### src/rtl/core/hfec_pkg.sv
`timescale 1ns / 1ps

package hfec_pkg;

  localparam int MAX_CODE_BITS = 64;
  localparam int WORD_W        = 64;
  localparam int LEN_W         = 7;
  localparam int SYN_W         = 7;
  localparam int POS_W         = 6;
  // Count of power-of-two positions in 1..MAX_CODE_BITS.
  localparam int NUM_PARITY    = $clog2(MAX_CODE_BITS + 1);
  localparam int MAX_DATA_BITS = MAX_CODE_BITS - NUM_PARITY;

  localparam logic OP_ENCODE = 1'b0;
  localparam logic OP_DECODE = 1'b1;

  typedef enum logic [1:0] {
    ST_CLEAN     = 2'd0,
    ST_CORRECTED = 2'd1,
    ST_BEYOND    = 2'd2,
    ST_TOO_LONG  = 2'd3
  } status_t;

  // Zero-based word index of each data bit; entries past the last data bit are unused.
  typedef logic [(1 << POS_W)-1:0][POS_W-1:0] didx_tab_t;
  // Per syndrome bit, the word bits whose 1-based position has that bit set.
  typedef logic [SYN_W-1:0][WORD_W-1:0] col_tab_t;

  typedef struct packed {
    logic             op;
    logic             too_long;
    logic [LEN_W-1:0] len;
    logic [LEN_W-1:0] res_len;
    logic [WORD_W-1:0] code;
  } hfec_word_t;

  typedef struct packed {
    hfec_word_t       word;
    logic [SYN_W-1:0] syn;
  } hfec_synd_t;

  function automatic didx_tab_t build_didx();
    didx_tab_t tab;
    int        cnt;
    tab = '0;
    cnt = 0;
    for (int pos = 1; pos <= MAX_CODE_BITS; pos++) begin
      if ((pos & (pos - 1)) != 0) begin
        tab[cnt] = POS_W'(pos - 1);
        cnt++;
      end
    end
    return tab;
  endfunction

  function automatic col_tab_t build_cols();
    col_tab_t tab;
    tab = '0;
    for (int b = 0; b < SYN_W; b++) begin
      for (int i = 0; i < WORD_W; i++) begin
        tab[b][i] = (((i + 1) >> b) & 1) != 0;
      end
    end
    return tab;
  endfunction

  localparam didx_tab_t DIDX_TAB = build_didx();
  localparam col_tab_t  COL_TAB  = build_cols();

  // Number of data bits carried by a code frame of the given length.
  function automatic logic [LEN_W-1:0] data_len_of(input logic [LEN_W-1:0] len);
    logic [LEN_W-1:0] cnt;
    cnt = len;
    for (int k = 0; k < NUM_PARITY; k++) begin
      if (int'(len) >= (1 << k)) begin
        cnt = cnt - LEN_W'(1);
      end
    end
    return cnt;
  endfunction

endpackage

### src/rtl/core/hfec_prep.sv
`timescale 1ns / 1ps

module hfec_prep
  import hfec_pkg::*;
(
  input  logic              clk,
  input  logic              rst_n,
  input  logic              in_valid,
  input  logic              op,
  input  logic [WORD_W-1:0] frame_bits,
  input  logic [LEN_W-1:0]  frame_length,
  output logic              out_valid,
  output hfec_word_t        out_word
);

  logic [WORD_W-1:0] bits_m;
  logic [WORD_W-1:0] scatter;
  logic [LEN_W-1:0]  len_m1;
  logic [LEN_W-1:0]  enc_len;
  hfec_word_t        word_nxt;
  hfec_word_t        word_r;
  logic              valid_r;

  always_comb begin
    for (int i = 0; i < WORD_W; i++) begin
      bits_m[i] = frame_bits[i] & (i < int'(frame_length));
    end

    // Data bits go to the positions that are not powers of two.
    scatter = '0;
    for (int j = 0; j < MAX_DATA_BITS; j++) begin
      scatter[DIDX_TAB[j]] = bits_m[j];
    end

    len_m1  = frame_length - LEN_W'(1);
    enc_len = (frame_length == '0) ? '0
            : {1'b0, DIDX_TAB[len_m1[POS_W-1:0]]} + LEN_W'(1);

    word_nxt.op  = op;
    word_nxt.len = frame_length;
    if (op == OP_ENCODE) begin
      word_nxt.too_long = int'(frame_length) > MAX_DATA_BITS;
      word_nxt.code     = scatter;
      word_nxt.res_len  = enc_len;
    end else begin
      word_nxt.too_long = int'(frame_length) > MAX_CODE_BITS;
      word_nxt.code     = bits_m;
      word_nxt.res_len  = data_len_of(frame_length);
    end
    if (word_nxt.too_long) begin
      word_nxt.res_len = '0;
    end
  end

  always_ff @(posedge clk) begin
    if (!rst_n) begin
      valid_r <= 1'b0;
    end else begin
      valid_r <= in_valid;
    end
  end

  always_ff @(posedge clk) begin
    word_r <= word_nxt;
  end

  assign out_valid = valid_r;
  assign out_word  = word_r;

endmodule

### src/rtl/core/hfec_synd.sv
`timescale 1ns / 1ps

module hfec_synd
  import hfec_pkg::*;
(
  input  logic       clk,
  input  logic       rst_n,
  input  logic       in_valid,
  input  hfec_word_t in_word,
  output logic       out_valid,
  output hfec_synd_t out_synd
);

  hfec_synd_t synd_nxt;
  hfec_synd_t synd_r;
  logic       valid_r;

  // The syndrome is the XOR of the positions of all set bits. On an encode
  // word, syndrome bit b is also the parity for position 2**b.
  always_comb begin
    synd_nxt.word = in_word;
    for (int b = 0; b < SYN_W; b++) begin
      synd_nxt.syn[b] = ^(in_word.code & COL_TAB[b]);
    end
  end

  always_ff @(posedge clk) begin
    if (!rst_n) begin
      valid_r <= 1'b0;
    end else begin
      valid_r <= in_valid;
    end
  end

  always_ff @(posedge clk) begin
    synd_r <= synd_nxt;
  end

  assign out_valid = valid_r;
  assign out_synd  = synd_r;

endmodule

### src/rtl/core/hfec_fix.sv
`timescale 1ns / 1ps

module hfec_fix
  import hfec_pkg::*;
(
  input  logic              clk,
  input  logic              rst_n,
  input  logic              in_valid,
  input  hfec_synd_t        in_synd,
  output logic              out_valid,
  output logic [WORD_W-1:0] result_bits,
  output logic [LEN_W-1:0]  result_length,
  output status_t           status
);

  logic [WORD_W-1:0] fixed;
  logic [SYN_W-1:0]  syn_m1;
  logic [WORD_W-1:0] res_nxt;
  logic [LEN_W-1:0]  len_nxt;
  status_t           status_nxt;
  logic              valid_r;
  logic [WORD_W-1:0] res_r;
  logic [LEN_W-1:0]  len_r;
  status_t           status_r;

  always_comb begin
    fixed      = in_synd.word.code;
    syn_m1     = in_synd.syn - SYN_W'(1);
    status_nxt = ST_CLEAN;
    res_nxt    = '0;
    len_nxt    = in_synd.word.res_len;

    if (in_synd.word.op == OP_ENCODE) begin
      res_nxt = in_synd.word.code;
      for (int b = 0; b < NUM_PARITY; b++) begin
        res_nxt[POS_W'((1 << b) - 1)] = in_synd.syn[b];
      end
    end else begin
      if (in_synd.syn != '0) begin
        if (in_synd.syn <= in_synd.word.len) begin
          fixed[syn_m1[POS_W-1:0]] = ~fixed[syn_m1[POS_W-1:0]];
          status_nxt = ST_CORRECTED;
        end else begin
          status_nxt = ST_BEYOND;
        end
      end
      // Positions past the frame are already zero, so no length mask is needed.
      for (int j = 0; j < MAX_DATA_BITS; j++) begin
        res_nxt[j] = fixed[DIDX_TAB[j]];
      end
    end

    if (in_synd.word.too_long) begin
      res_nxt    = '0;
      len_nxt    = '0;
      status_nxt = ST_TOO_LONG;
    end
  end

  always_ff @(posedge clk) begin
    if (!rst_n) begin
      valid_r <= 1'b0;
    end else begin
      valid_r <= in_valid;
    end
  end

  always_ff @(posedge clk) begin
    res_r    <= res_nxt;
    len_r    <= len_nxt;
    status_r <= status_nxt;
  end

  assign out_valid     = valid_r;
  assign result_bits   = res_r;
  assign result_length = len_r;
  assign status        = status_r;

endmodule

### src/rtl/core/hamming_frame_encode_correct.sv
`timescale 1ns / 1ps

// Hamming single-error-correcting frame codec.
// Input channel: a word is taken at each rising edge with start high and busy
// low. in_op selects encode (data frame in, code word out) or decode (code
// frame in, corrected data out); in_frame_length gives the valid bits of
// in_frame_bits, bit i being position i+1.
// Result channel: out_valid is high for exactly one cycle per word, with
// out_result_bits, out_result_length and out_status on the same cycle.
// Each word passes through registered stages in order: one places or masks the
// bits, one forms the syndrome XOR trees, and one applies parity or the
// correction and strips the parity positions.
// Throughput is one word per cycle; busy stays low, so start may be held
// high every cycle.
// Synchronous reset clears the valid pipeline; words in flight are dropped.
// The receiver cannot stall, and none is needed since every result leaves
// the output register on the cycle after it is formed.
module hamming_frame_encode_correct
  import hfec_pkg::*;
(
  input  logic              clk,
  input  logic              rst_n,
  input  logic              start,
  output logic              busy,
  input  logic              in_op,
  input  logic [WORD_W-1:0] in_frame_bits,
  input  logic [LEN_W-1:0]  in_frame_length,
  output logic              out_valid,
  output logic [WORD_W-1:0] out_result_bits,
  output logic [LEN_W-1:0]  out_result_length,
  output logic [1:0]        out_status
);

  logic       prep_valid;
  hfec_word_t prep_word;
  logic       synd_valid;
  hfec_synd_t synd_word;
  status_t    fix_status;

  // Every stage advances every cycle, so a new word is always welcome.
  assign busy = 1'b0;

  hfec_prep u_prep (
    .clk          (clk),
    .rst_n        (rst_n),
    .in_valid     (start & ~busy),
    .op           (in_op),
    .frame_bits   (in_frame_bits),
    .frame_length (in_frame_length),
    .out_valid    (prep_valid),
    .out_word     (prep_word)
  );

  hfec_synd u_synd (
    .clk       (clk),
    .rst_n     (rst_n),
    .in_valid  (prep_valid),
    .in_word   (prep_word),
    .out_valid (synd_valid),
    .out_synd  (synd_word)
  );

  hfec_fix u_fix (
    .clk           (clk),
    .rst_n         (rst_n),
    .in_valid      (synd_valid),
    .in_synd       (synd_word),
    .out_valid     (out_valid),
    .result_bits   (out_result_bits),
    .result_length (out_result_length),
    .status        (fix_status)
  );

  assign out_status = fix_status;

endmodule
### config.mk
export PLATFORM = sky130hd
export DESIGN_NAME = hamming_frame_encode_correct
export DESIGN_NICKNAME = d
export VERILOG_FILES = /design/src/rtl/core/hfec_pkg.sv /design/src/rtl/core/hfec_prep.sv /design/src/rtl/core/hfec_synd.sv /design/src/rtl/core/hfec_fix.sv /design/src/rtl/core/hamming_frame_encode_correct.sv
export SDC_FILE = /design/constraint.sdc
export NUM_CORES = 1
export LEC_CHECK = 0
export ABC_AREA = 0
export ABC_CLOCK_PERIOD_IN_PS = 8200
export BUFFER_PORTS_ARGS = -buffer_cell sky130_fd_sc_hd__buf_2
export CELL_PAD_IN_SITES_DETAIL_PLACEMENT = 1
export CELL_PAD_IN_SITES_GLOBAL_PLACEMENT = 1
export CORE_MARGIN = 4
export CORE_UTILIZATION = 34
export CTS_CLUSTER_DIAMETER = 40
export CTS_CLUSTER_SIZE = 28
export DETAILED_ROUTE_END_ITERATION = 16
export PLACE_DENSITY_LB_ADDON = 0.3
export RECOVER_POWER = 100
export SLEW_MARGIN = 10
export SYNTH_ARGS = -nofsm -noshare
export SYNTH_HDL_FRONTEND = slang
export SYNTH_SLANG_ARGS = --single-unit
### constraint.sdc
create_clock -name clk -period 8.2 [get_ports clk]
set_input_delay 0.82 -clock clk [delete_from_list [all_inputs] [get_ports clk]]
set_output_delay 0.82 -clock clk [all_outputs]
set_load 0.02 [all_outputs]
Word-level counts from Yosys, hierarchy flattened --
Memories as Yosys holds them, arrays and structs flattened. Index checks and enable logic that the tools add are counted.
Operators by class: muxes and demuxes 28, bitwise operators 65, reductions and logical operators 11, $lt $le $gt $ge 77, add/subtract/negate cells 9
Operators by type and width (count):
- parity 64 bit | 7
- less-than comparator 6 x 7 -> 1 bit, first input constant | 32
- two-way mux 63 bit | 2
- less-than comparator 5 x 7 -> 1 bit, first input constant | 16
- two-way mux 7 bit | 14
- two-way mux 71 bit | 1
- bitwise AND 1 bit | 64
- bitwise mux 64 bit | 1
- two-way mux 57 bit | 1
- less-than comparator 4 x 7 -> 1 bit, first input constant | 8
- subtractor 7 x 1 -> 7 bit, second input constant | 7
- less-than comparator 3 x 7 -> 1 bit, first input constant | 4
- less-than comparator 1 x 7 -> 1 bit, first input constant | 2
- less-than comparator 2 x 7 -> 1 bit, first input constant | 2
- less-than comparator 6 x 7 -> 1 bit, second input constant | 2
- adder 6 x 1 -> 7 bit, second input constant | 1
- >= comparator 7 x 1 -> 1 bit, second input constant | 1
- >= comparator 7 x 2 -> 1 bit, second input constant | 1
- >= comparator 7 x 3 -> 1 bit, second input constant | 1
- >= comparator 7 x 4 -> 1 bit, second input constant | 1
- >= comparator 7 x 5 -> 1 bit, second input constant | 1
- >= comparator 7 x 6 -> 1 bit, second input constant | 1
- >= comparator 7 bit, second input constant | 1
- > comparator 7 x 6 -> 1 bit, second input constant | 1
- other kinds (14) | 18
Storage, ports and cells: input port bits 75, memory bits (read-only) 384, register bits after elaboration 243, logic and storage cells 210, memories 1
Memory list:
- (name not given) | depth 64, width 6, rd ports 1, clocked after memory_dff 0, write ports 0, RTL line hfec_prep.sv:37 | : {1'b0, DIDX_TAB[len_m1[POS_W-1:0]]} + LEN_W'(1);

Logic depth before layout (Yosys ltp) --
depth in word-level cells 21, depth in mapped cells 25, mapped depth without buffers 23

Modules after synthesis --
A second synthesis with hierarchy kept.
Unflattened totals: cell total of the unflattened synthesis 1194, area, all modules 11788.8 sq um
By module, submodules not included:
- hfec_prep | seq. area each 1621.6 sq um, times used 1, cells an instance 556, area an instance 4573.1 sq um
- hfec_fix | seq. area each 1481.4 sq um, times used 1, cells an instance 452, area an instance 4261.6 sq um
- hfec_synd | seq. area each 1741.7 sq um, times used 1, cells an instance 184, area an instance 2942.8 sq um
- hamming_frame_encode_correct | seq. area each 0.0 sq um, times used 1, cells an instance 2, area an instance 11.3 sq um

Worst setup path after synthesis --
OpenSTA, ideal clock, no wires.
path type input -> register, start in in_frame_length[1], end reg u_prep.word_r (netlist bit u_prep.out_word[69]), stages 25, slack 2.778 ns, data arrival time 5.351 ns, required time 8.129 ns, library setup time 0.071 ns, path through buf_6 -> inv_1 -> ha_1 -> or3_1 -> buf_2 -> o21ai_0 -> ha_1 -> a21o_1 -> a21o_1 -> nand2_1 -> ha_1 -> a21oi_1 -> a31oi_1 -> ha_1 -> mux2i_1 -> inv_1 -> ha_1 -> nand2_1 -> nor2_1 -> a21oi_1 -> a22o_2 -> xnor2_2 -> o31a_1 -> or3_1 -> a21oi_1
Between the ends: longest elaborated chain between the ends 21, elaborated cells on any way between the ends 36, classes of those cells 8 x add/sub; 9 x order compare; 17 x mux; 1 x reduce/logical; 1 x memory
Ends and longest elaborated chain:
- from (decl) | RTL line hamming_frame_encode_correct.sv:27 | input logic [LEN_W-1:0] in_frame_length,
- subtractor 7 x 1 -> 7 bit / >= comparator 7 x 1 -> 1 bit (equally long branches) | RTL line hfec_prep.sv:35, hfec_pkg.sv:75
- two-way mux 7 bit | RTL line hfec_pkg.sv:75 | if (int'(len) >= (1 << k)) begin
- two-way mux 7 bit | RTL line hfec_prep.sv:41 | if (op == OP_ENCODE) begin
- subtractor 7 x 1 -> 7 bit | RTL line hfec_pkg.sv:76 | cnt = cnt - LEN_W'(1);
- two-way mux 7 bit | RTL line hfec_pkg.sv:75
- two-way mux 7 bit | RTL line hfec_prep.sv:41
- subtractor 7 x 1 -> 7 bit | RTL line hfec_pkg.sv:76
- two-way mux 7 bit | RTL line hfec_pkg.sv:75
- [5 not listed]
- two-way mux 7 bit | RTL line hfec_pkg.sv:75
- two-way mux 7 bit | RTL line hfec_prep.sv:41
- subtractor 7 x 1 -> 7 bit | RTL line hfec_pkg.sv:76
- two-way mux 7 bit | RTL line hfec_pkg.sv:75
- two-way mux 7 bit | RTL line hfec_prep.sv:41
- subtractor 7 x 1 -> 7 bit | RTL line hfec_pkg.sv:76
- two-way mux 7 bit | RTL line hfec_pkg.sv:75
- two-way mux 71 bit | RTL line hfec_prep.sv:41
- to (signal assigned) | RTL line hfec_prep.sv:64 | word_r <= word_nxt;
- to (decl) | RTL line hfec_prep.sv:21 | hfec_word_t word_r;
Several ways; a longest one is shown, not always the timed one. The select of a mux whose other input is x is not followed. A chain may end at the register's enable or synchronous reset.

Final worst setup path --
Same ends and word-level chain as after synthesis.

==> reports/results.tsv <==
stage	metric	value	unit
sta	hold_viol	0	
pwr	leakage	5.13	nW
worst_hold_path	min_path_type	reg2reg	
sta	setup_violations	0	
logic_synthesis	synthFlopType	dfxtp_1	
placed_design	placed_cells	1854	
routing	vias	10400	
global_routing	gr-usage-all-layers	20.6	%
sta	rsz0062_at_grt	no	
sta	finalClockSkew	0.0285	ns
pwr	power_density	341	mW/mm2
clocking	cts_tree	built	
final_layout	diodes	0	
final_layout	drive_above_1_share	12.3	%
sta	fmax	157	MHz
logic_synthesis	syn-instance-count	1332	
setup_path	reg2reg_slack	2.25	ns
setup_path	worstPathRequired	8.63	ns
worst_hold_path	whs_path_depth	0	
global_routing	antenna_found_initial	0	
pwr	irDropWorstVdd	0.294	mV
placed_design	post-dp-hpwl	30200	um
logic_synthesis	yosysWarnings	0	
global_routing	grt_max_degree	118	
clocking	postCtsHoldBufs	0	
die	fp.dieH	194	um
routing	drc	0	
sta	max_slew.worst_pin.slew	3.09	ns
clocking	htree_levels	2	
setup_path	r2r_start	u_synd.out_synd[0]	
die	coreArea	0.0339	mm2
final_layout	synthToLayoutAreaGrowth	17.9	%
sta	finalCritPeriodShare	77.6	%
final_layout	nets	1540	
logic_synthesis	seq_area_frac_synth	41.0	%
die	die-area	0.0378	mm2
routing	vias_per_cell	5.43	
logic_synthesis	syn_area	0.0118	mm2
sta	maxSlewHeadroom	-106	%
die	rows	67	
logic_synthesis	syn-num-nets	1430	
routing	drt-initial-drc-count	670	
outcome	violations	max-capacitance violations, max-slew violations	
outcome	status	finished with violations	
global_routing	grt_pass1_wl	62500	um
die	die_width	194	um
clocking	numClockSinks	242	
logic_synthesis	ys_ff_latch	242	
die	pin_count	150	
die	initial_core_util	34.8	%
logic_synthesis	syn-mean-instance-area	8.86	um2
setup_path	worstPathArrival	6.79	ns
global_routing	overflow	0	
placed_design	numPortBuffers	148	
logic_synthesis	synth_cell_types	81	
setup_path	rr_worst_depth	12	
routing	drt_pass1_iterations	5	
setup_path	end_kind	flip-flop	
sta	tns	0	ns
clocking	postCtsResizedCells	0	
final_layout	final_cell_mix	dfxtp_1, nor2_1, nand2_1, xnor2_1, o21ai_0	
clocking	root_buffer	clkbuf_16	
setup_path	crit_start	in_frame_length[1]	
final_layout	nFillCells	3962	
clocking	cts_made_buffers	34	
clocking	path_clk_slew	0.06	ns
global_routing	grt_pass1_vias	10600	
clocking	clock_latency	0.52	ns
final_layout	final_common_cell	dfxtp_1	
routing	antenna_left	0	
clocking	cts_max_path_buffers	3	
sta	finalCriticalPeriod	6.36	ns
flow_run	maxCapViolCount	3	
placed_design	place_congestion	0.883	
final_layout	multi_input_area	0.00652	mm2
worst_hold_path	worstHoldStart	u_prep.out_word[65]	
clocking	postCtsSetupRepairBufs	0	
routing	wl	40000	um
setup_path	r2r_end	u_fix.result_bits[15]	
final_layout	seqCellArea	0.00485	mm2
sta	maxSlewViolCount	171	
setup_path	path_class	in2reg	
routing	wl_per_cell	20.9	um
setup_path	crit_path_end	u_prep.out_word[69]	
logic_synthesis	synth_enable_flop_cells	0	
final_layout	stdcell_count	1915	
setup_path	startpoint_type	input pin	
setup_path	worst-path-max-fanout	18	
logic_synthesis	async_flop_share	0	%
==> flip-flops by register name, indices dropped and copies added (netlist names) <==
register / flops
u_prep.out_word: 80
u_prep.out_valid: 1
u_fix.out_valid: 1
u_fix.status: 2
u_synd.out_valid: 1
u_fix.result_length: 7
u_fix.result_bits: 64
u_synd.out_synd: 86
==> stage by stage <==
step / total power [mW] / worst slack, ns / instance area [um2] / util, % / hold slack (ns)
after global routing: 5.03 / 1.30 / 13900 / 41.1 / 0.313
after detailed placement: 3.23 / 1.89 / 12800 / 37.9 / 0.313
after global placement: 3.19 / 2.04 / 12800 / 37.9 / 0.310
final: 4.75 / 1.84 / 13900 / 41.1 / 0.313
after floorplan: 2.76 / 2.78 / 11800 / - / 0.310
after CTS: 4.78 / 2.39 / 14000 / 41.5 / 0.315
==> cell families after synthesis <==
group / after synthesis / synth area share, %
xor+xnor: 144 / 11.2
simple gates: 434 / 16.9
fa+ha+maj: 23 / 2.44
flops: 242 / 41.0
compound gates: 336 / 19.5
buf+inv: 106 / 3.81
mux: 46 / 5.01
other cells: 1 / 0.0318
==> per-layer routing <==
| layer | global-route usage [%] | share of wire (%) |
|---|---|---|
| met4 | 5.10 | 1.9 |
| met1 | 28.8 | 47 |
| met2 | 33.1 | 45 |
| met3 | 3.84 | 5.3 |
| met5 | 0 | 0 |
==> power breakdown <==
part | switching [mW] | total [mW] | internal (mW)
Combinational | 1.17 | 1.81 | 0.638
Sequential | 0.120 | 1.42 | 1.30
Clock | 0.593 | 1.52 | 0.928
==> layout make-up <==
type	instances	share of cell area, %
Multi-Input combinational cell	984	46.8
Sequential cell	242	34.8
Clock buffer	41	6.82
Timing Repair Buffer	159	5.04
Tap cell	448	4.03
Clock inverter	20	1.88
Inverter	21	0.566
==> synthesized netlist by cell type (5+ instances only) <==
master	n	area, um2
buf_2	8	40.0
a31oi_1	10	62.6
o22ai_1	11	68.8
ha_1	23	288
o211ai_1	35	263
inv_1	17	63.8
nor2_1	165	619
nand3_1	35	175
or2_2	5	31.3
a311oi_1	59	517
and2_1	15	93.8
a21o_1	10	75.1
mux2i_1	34	340
or3_1	5	31.3
o21a_1	12	90.1
nand2_1	130	488
and3_1	6	37.5
nor2b_1	15	93.8
nor3_2	5	50.1
a211oi_1	9	67.6
a21oi_1	31	155
xnor2_1	112	981
xor2_1	25	219
dfxtp_1	242	4840
mux4_2	10	225
o21ai_0	110	551
nor3_1	25	125
clkbuf_1	70	263
==> worst min-delay path by stage <==
stage / to / slack [ns]
detailed placement: u_synd.out_synd[81] / 0.31
CTS: u_synd.out_synd[72] / 0.31
finish: u_synd.out_synd[72] / 0.31
floorplan: u_synd.out_synd[6] / 0.31
global route: u_synd.out_synd[72] / 0.31
global placement: u_synd.out_synd[86] / 0.31
==> critical path: stages <==
cell and delay [ns]:
clkbuf_1 0.54, inv_1 0.28, ha_1 0.35, or3_1 0.57, o21ai_0 0.39, ha_1 0.30
a21o_1 0.19, a21o_1 0.18, nand2_1 0.07, ha_1 0.24, a21oi_1 0.13, a31oi_1 0.07
ha_1 0.32, mux2i_1 0.49, inv_1 0.10, ha_1 0.22, nand2_1 0.12, nor2_1 0.07
a21oi_1 0.15, a22o_1 0.28, xnor2_2 0.14, o31a_1 0.30, or3_1 0.31, a21oi_1 0.15
Note: power is estimated with default switching activity, not from simulation.
